$ cat src/hdl/ftt_pkg.sv
package ftt_pkg;

    // Field widths
    localparam int KEY_W   = 64;
    localparam int EP_W    = 48;
    localparam int SEQ_W   = 32;
    localparam int PKT_W   = 32;
    localparam int CONN_W  = 7;
    localparam int ERR_W   = 3;

    localparam int DEFAULT_TABLE_DEPTH = 64;

    // Error codes reported with each result
    typedef enum logic [ERR_W-1:0] {
        ERR_NONE         = 3'd0,
        ERR_NO_SYN       = 3'd1,
        ERR_SEQ_SET      = 3'd2,
        ERR_FIN_MISMATCH = 3'd3,
        ERR_FULL         = 3'd4
    } err_code_t;

    // Control sequencer states
    typedef enum logic [1:0] {
        ST_IDLE,
        ST_SCAN,
        ST_HIT,
        ST_NEW
    } state_t;

    // One connection record, everything but the key
    typedef struct packed {
        logic [EP_W-1:0]  init_ep;
        logic [EP_W-1:0]  resp_ep;
        logic [SEQ_W-1:0] init_seq;
        logic [SEQ_W-1:0] resp_seq;
        logic [PKT_W-1:0] first_pkt;
        logic [PKT_W-1:0] last_pkt;
        logic             resp_fin;
        logic             init_fin;
    } conn_rec_t;

    // Sequencer to key scanner
    typedef struct packed {
        logic start;
        logic wr_en;
    } scan_ctl_t;

    // Key scanner to sequencer
    typedef struct packed {
        logic done;
        logic hit;
    } scan_sts_t;

endpackage

$ cat src/hdl/ftt_key_scan.sv
module ftt_key_scan #(
    parameter int TABLE_DEPTH = ftt_pkg::DEFAULT_TABLE_DEPTH
) (
    input  logic                             clk,
    input  logic                             rst_n,
    input  ftt_pkg::scan_ctl_t               ctl,
    input  logic [ftt_pkg::KEY_W-1:0]        key,
    input  logic [$clog2(TABLE_DEPTH+1)-1:0] count,
    input  logic [$clog2(TABLE_DEPTH)-1:0]   wr_idx,
    output ftt_pkg::scan_sts_t               sts,
    output logic [$clog2(TABLE_DEPTH)-1:0]   hit_idx
);
    import ftt_pkg::*;

    localparam int IW = $clog2(TABLE_DEPTH);
    localparam int CW = $clog2(TABLE_DEPTH + 1);

    logic [KEY_W-1:0] key_mem [TABLE_DEPTH];
    logic [KEY_W-1:0] key_rd_reg;
    logic [IW-1:0]    cmp_idx_reg;

    logic          busy_reg, busy_next;
    logic          cmp_valid_reg, cmp_valid_next;
    logic [CW-1:0] issue_idx_reg, issue_idx_next;

    logic rd_en;
    logic match;
    logic done;

    // Read one stored key a cycle, compare it the cycle after
    assign rd_en = busy_reg && (issue_idx_reg != count);
    assign match = cmp_valid_reg && (key_rd_reg == key);
    assign done  = busy_reg && (match || (!cmp_valid_reg && !rd_en));

    assign sts.done = done;
    assign sts.hit  = match;
    assign hit_idx  = cmp_idx_reg;

    // Key memory: one write port, one registered read port
    always_ff @(posedge clk)
    begin
        if (ctl.wr_en)
        begin
            key_mem[wr_idx] <= key;
        end
        if (rd_en)
        begin
            key_rd_reg  <= key_mem[issue_idx_reg[IW-1:0]];
            cmp_idx_reg <= issue_idx_reg[IW-1:0];
        end
    end

    // Advance the scan pointer, stop on a match or when the table is exhausted
    always_comb
    begin
        busy_next      = busy_reg;
        cmp_valid_next = cmp_valid_reg;
        issue_idx_next = issue_idx_reg;
        if (ctl.start)
        begin
            busy_next      = 1'b1;
            cmp_valid_next = 1'b0;
            issue_idx_next = '0;
        end
        else if (busy_reg)
        begin
            if (done)
            begin
                busy_next      = 1'b0;
                cmp_valid_next = 1'b0;
            end
            else
            begin
                cmp_valid_next = rd_en;
                if (rd_en)
                begin
                    issue_idx_next = issue_idx_reg + CW'(1);
                end
            end
        end
    end

    always_ff @(posedge clk or negedge rst_n)
    begin
        if (!rst_n)
        begin
            busy_reg      <= 1'b0;
            cmp_valid_reg <= 1'b0;
            issue_idx_reg <= '0;
        end
        else
        begin
            busy_reg      <= busy_next;
            cmp_valid_reg <= cmp_valid_next;
            issue_idx_reg <= issue_idx_next;
        end
    end

endmodule
$ cat config.mk
export PLATFORM = sky130hd
export DESIGN_NAME = ftt_key_scan
export DESIGN_NICKNAME = d
export VERILOG_FILES = /design/src/hdl/ftt_pkg.sv /design/src/hdl/ftt_key_scan.sv
export SDC_FILE = /design/constraint.sdc
export NUM_CORES = 2
export LEC_CHECK = 0
export BUFFER_PORTS_ARGS = -buffer_cell sky130_fd_sc_hd__buf_4
export CORE_ASPECT_RATIO = 0.5
export CORE_MARGIN = 2
export CORE_UTILIZATION = 45
export DETAILED_ROUTE_END_ITERATION = 8
export PLACE_DENSITY_LB_ADDON = 0.05
export SYNTH_ARGS = -nofsm -noshare
export SYNTH_HDL_FRONTEND = slang
export SYNTH_SLANG_ARGS = --single-unit
$ cat constraint.sdc
create_clock -name clk -period 4.25 [get_ports clk]
set_clock_uncertainty 0.05 [all_clocks]
set_input_delay 0 -clock clk [delete_from_list [all_inputs] [get_ports clk]]
set_output_delay 0 -clock clk [all_outputs]
set_load 0.01 [all_outputs]
### Yosys cells after proc, flatten, opt, wreduce, memory -nomap -nowiden

Memories as Yosys holds them, arrays and structs flattened. A register that Yosys moved wholly into a read port is not among the register bits.
Cells that the tools add are included.

* mux-type cells: 12
* reduce and logical (&&, ||, !) cells: 10
* equal/unequal tests: 3
* add/subtract/negate cells: 1

Operator list (count)
* == test 64 bit: 1
* two-way mux 7 bit: 4
* two-way mux 1 bit: 8
* adder 7 x 1 -> 7 bit, second input constant: 1
* inequality test 7 bit: 1
* logical AND 1 bit: 4
* nonzero test 2 bit: 2
* AND reduction 3 bit: 1
* zero test 1 bit: 2
* inequality test 2 bit, second input constant: 1
* logical OR 1 bit: 1

* register bits after elaboration: 15
* input bits: 81
* memory bits (writable): 4096
* output and inout port bits: 8
* word-level logic and storage cells: 31
* memories: 1

Memories
* key_mem: depth 64, width 64, rd ports 1, clocked after Yosys merged registers in 1, wr ports 1, RTL line ftt_key_scan.sv:18 `logic [KEY_W-1:0] key_mem [TABLE_DEPTH];`

### Longest topological paths before layout

* word-level depth: 9
* mapped depth: 12
* mapped depth without buffers: 7

### Worst setup path after synthesis

Ideal clock, no wire load.

* kind: input port to flip-flop
* start: input wr_idx[3]
* end: memory key_mem[48][0] (enable)
* setup slack: -1215 ps
* library setup time: 564 ps
* cell stages on the path: 4
* required time: 3636 ps
* arrival time: 4851 ps
* buffers on the path: 1
* cell sequence: clkbuf_1 nor2b_1 nand4b_1 nor3_1

RTL lines
* start, declared: RTL line ftt_key_scan.sv:9 `input logic [$clog2(TABLE_DEPTH)-1:0] wr_idx,`
* end, declared: RTL line ftt_key_scan.sv:18

Straight into the memory's write port.

### Worst setup path in the final report

* start: register key_rd_reg[14] (read register of key_mem)
* end: register issue_idx_reg[3]

* cells in the longest elaborated chain, start to end: 6

RTL lines
* start, declared: RTL line ftt_key_scan.sv:19 `logic [KEY_W-1:0] key_rd_reg;`
* == test 64 bit: RTL line ftt_key_scan.sv:32 `assign match = cmp_valid_reg && (key_rd_reg == key);`
* logical AND 1 bit: RTL line ftt_key_scan.sv:32
* logical OR 1 bit: RTL line ftt_key_scan.sv:33 `assign done = busy_reg && (match || (!cmp_valid_reg && !rd_en));`
* logical AND 1 bit: RTL line ftt_key_scan.sv:33
* inequality test 2 bit (no source line)
* AND reduction 3 bit (no source line)
* end signal, assigned: RTL line ftt_key_scan.sv:95 `issue_idx_reg <= issue_idx_next;`
* end, declared: RTL line ftt_key_scan.sv:24 `logic [CW-1:0] issue_idx_reg, issue_idx_next;`

Every way passes these cells.
A chain may end at the register's enable or synchronous reset.

==> results.txt <==
Final period util -> 96.8%
Worst Setup Start Kind -> flip-flop
Initial Util -> 45.3%
maximum clock rate -> 0.243 GHz
total of fill cells in the finished design -> 27483
Max stage delay on crit path -> 0.58 ns
simple-gate area share of the yosys netlist -> 0.806%
area grow syn2layout -> 13.7%
GR Layer Usage met2 -> 44.2%
dominant cells by area after synthesis -> edfxtp_1 78%, mux4_2 12%, mux2i_1 3.2%, o221ai_1 1.4%, o22ai_1 0.68%
XOR/XNOR Fraction of Synth Area -> 0.302%
final setup fails -> 0
grt total ovfl -> 0
Synth cell types -> 48
maximum net fanout on the critical path -> 13
setup_tns -> 0 ns
drt pass-1 iters -> 6
IO Pins -> 89
number of enable flip-flop cells after synthesis -> 4166
cell family with most CP delay -> buffers and inverters
power per cell area -> 472 nW/µm²
Crit. End Element -> flip-flop
Fin. Hold Viols -> 0
Final ANT Viol Nets -> 0
Final min period -> 4.11 ns
vias in the first global route -> 80939
CP most frequent cell -> buf_4
post-synth net total -> 7272
Synth Area in Adders -> 0.00784%
gpl congestion -> 0.789
unrepaired setup endpoints after global routing -> false
Vert. Die Dim -> 425 µm
static leakage -> 55.6 nW
largest net degree at the start of global routing -> 102
clock root buffer -> clkbuf_16
Least-Margin Pin Slew -> 1.24 ns
Wirelength per Cell -> 41.3 µm
Crit path buffers/inverters -> 5
Global Route met1 Usage -> 43.9%
max FFs per register -> 4096
critical path class -> flip-flop to flip-flop
Yosys warning total -> 0
CP cell instances -> xnor2_2 -> buf_4 -> nand4_1 -> nor4_2 -> buf_4 -> nand4_1 -> o31ai_1 -> dlygate4sd3_1 -> buf_4 -> o21ai_0 -> a21oi_1 -> dlygate4sd3_1
Post-Syn Area -> 160000 µm²
first-pass GRT wire length -> 703 mm
clk slew on worst S/H paths -> 0.07 ns
mux share of post-synthesis cell area -> 15.5%
fin nets -> 7748
top-area cell type share of the netlist area -> 78.3%
Post-Syn Instances -> 7190
CTS tree -> built
Site Rows -> 154
busiest grt layer -> met2
Detailed Route Iter0 Violations -> 12626
Avg Vias per Cell -> 6.59
H-tree depth reported by CTS -> 5
Die Width -> 846 µm
syn avg cell area -> 22.2 µm²
Post-Route WL -> 522 mm
sequential fraction of the synthesis area -> 78.5%
Slowest-stage cell, CP -> dlygate4sd3_1
Vias -> 83335
Seq cells post-synth -> 4175
status -> complete, no violations
Async SR Flop Fraction -> 0.216%
clk_lat worst skew -> 0.95 ns
main flop type after synthesis -> edfxtp_1
Final Util -> 51.5%
Die Area -> 360000 µm²
I/O Buffers -> 88
cell with the most instances after synthesis -> edfxtp_1
CTS buffer count -> 371
Residual DRC -> 0
Synth area leader -> edfxtp_1
worst hold path type -> input port to flip-flop
top post-synthesis cells by count -> 4166 x edfxtp_1, 865 x mux4_2, 514 x mux2i_1
Slew Viols, Final -> 0
Max Buffers Root-to-Sink -> 4
Peak VDD IR -> 0.000364 V
max-cap violation count -> 0
core area -> 353000 µm²
number of post-CTS setup repair buffers -> 0
CTS Sinks -> 4175
Arr. time, crit path -> 4.95 ns
max_slew headroom -> 16.8%
initial antenna violation count -> 32
largest family of logic cells by synthesized area -> multiplexers
GRT Util Overall -> 28.7%
met3 global-route usage -> 4.14%
CP required -> 5.08 ns
Synth Area in Compound Gates -> 3.54%
Post-DP HPWL -> 259 mm
share of cells above drive strength 1 -> 24.0%
cell families after synthesis:
family,Yosys count
adders and majority gates,1
AOI/OAI and AO/OA,852
muxes,1383
and+or+nand+nor,290
xor gates and xnor gates,55
buffers and inverters,434
DFF,4175
placed cells by master, fill, tap and decap left out, drive strengths merged, types with 6 or more instances in the layout:
cell type    instances
xor2                19
clkbuf             457
nor2b                7
a21oi              179
or3                  6
o21ai              162
nor2                96
a211oi              46
clkinv             159
nand2              105
dfrtp                9
nor3                15
dlygate4sd3         80
o22ai              174
o221ai             247
nand4               13
buf                437
edfxtp            4166
xnor2               36
mux2i              514
clkinvlp            12
o211ai              24
mux4               865
nand2b              15
inv                 25
nor4                15
nand3                9
bufinv              32
metrics by stage:
stage | setup WS, ns | hold WS [ns] | cell area (µm²) | instances | power, mW
finish | 0.135 | 0.0316 | 182000 | 12641 | 85.7
detailed placement | 0.674 | -0.200 | 169000 | 11893 | 52.8
floorplan | 0.315 | -0.346 | 160000 | 7190 | 50.4
global placement | 0.701 | -0.204 | 169000 | 11893 | 52.7
global route | 0.0163 | 0.0164 | 182000 | 12638 | 88.0
CTS | 0.0514 | 0.00910 | 181000 | 12638 | 86.1
cell type report:
| class | instances | area, µm² | area share, % |
|---|---|---|---|
| sequential | 4175 | 125000 | 69.1 |
| multi-input combinational | 2581 | 32700 | 18.0 |
| clock buffer | 457 | 9840 | 5.42 |
| tap | 4680 | 5860 | 3.23 |
| timing repair buffer | 517 | 5820 | 3.21 |
| clock inverter | 208 | 1830 | 1.01 |
| inverter | 20 | 82.6 | 0.0455 |
| antenna | 3 | 7.51 | 0.00414 |
power breakdown:
part / internal, mW / leakage [nW] / switching [mW]
combinational: 2.56 / 12.1 / 3.56
clock: 18.4 / 5.72 / 15.2
sequential: 45.7 / 37.7 / 0.228
final timing paths:
path                                      from               end  slack, ns  depth (start not counted)
worst min-delay path                   key[25]   key_mem[25][25]       0.03                          2
worst max register to register  key_rd_reg[14]  issue_idx_reg[3]       0.14                         12
worst min register to register   cmp_valid_reg     cmp_valid_reg       0.54                          2
max in group asynchronous                rst_n  issue_idx_reg[0]       3.73                          3
min in group asynchronous                rst_n  issue_idx_reg[4]       0.06                          3
worst max-delay path            key_rd_reg[14]  issue_idx_reg[3]       0.14                         12
worst reg2reg max path: cells and delay by family (launching register included):
family	cells	cell delay, ns
compound gates	3	0.50
xor+xnor	1	0.43
simple gates	3	0.90
flops	1	0.41
buf+inv	5	1.78
metal layers:
layer	vias to the layer above	routed length, µm
li1	31705	-
met1	46373	224000
met2	4500	238000
met3	749	44900
met4	8	14000
met5	-	50
repair_timing:
item                        CTS  global route
hold buffers                 80             0
hold endpoints to repair   4384             0
pin swaps                     0             3
gates resized for setup       1             9
setup endpoints to repair     2             1
cloned                        0             0
Power figures use the tool's default switching activity.
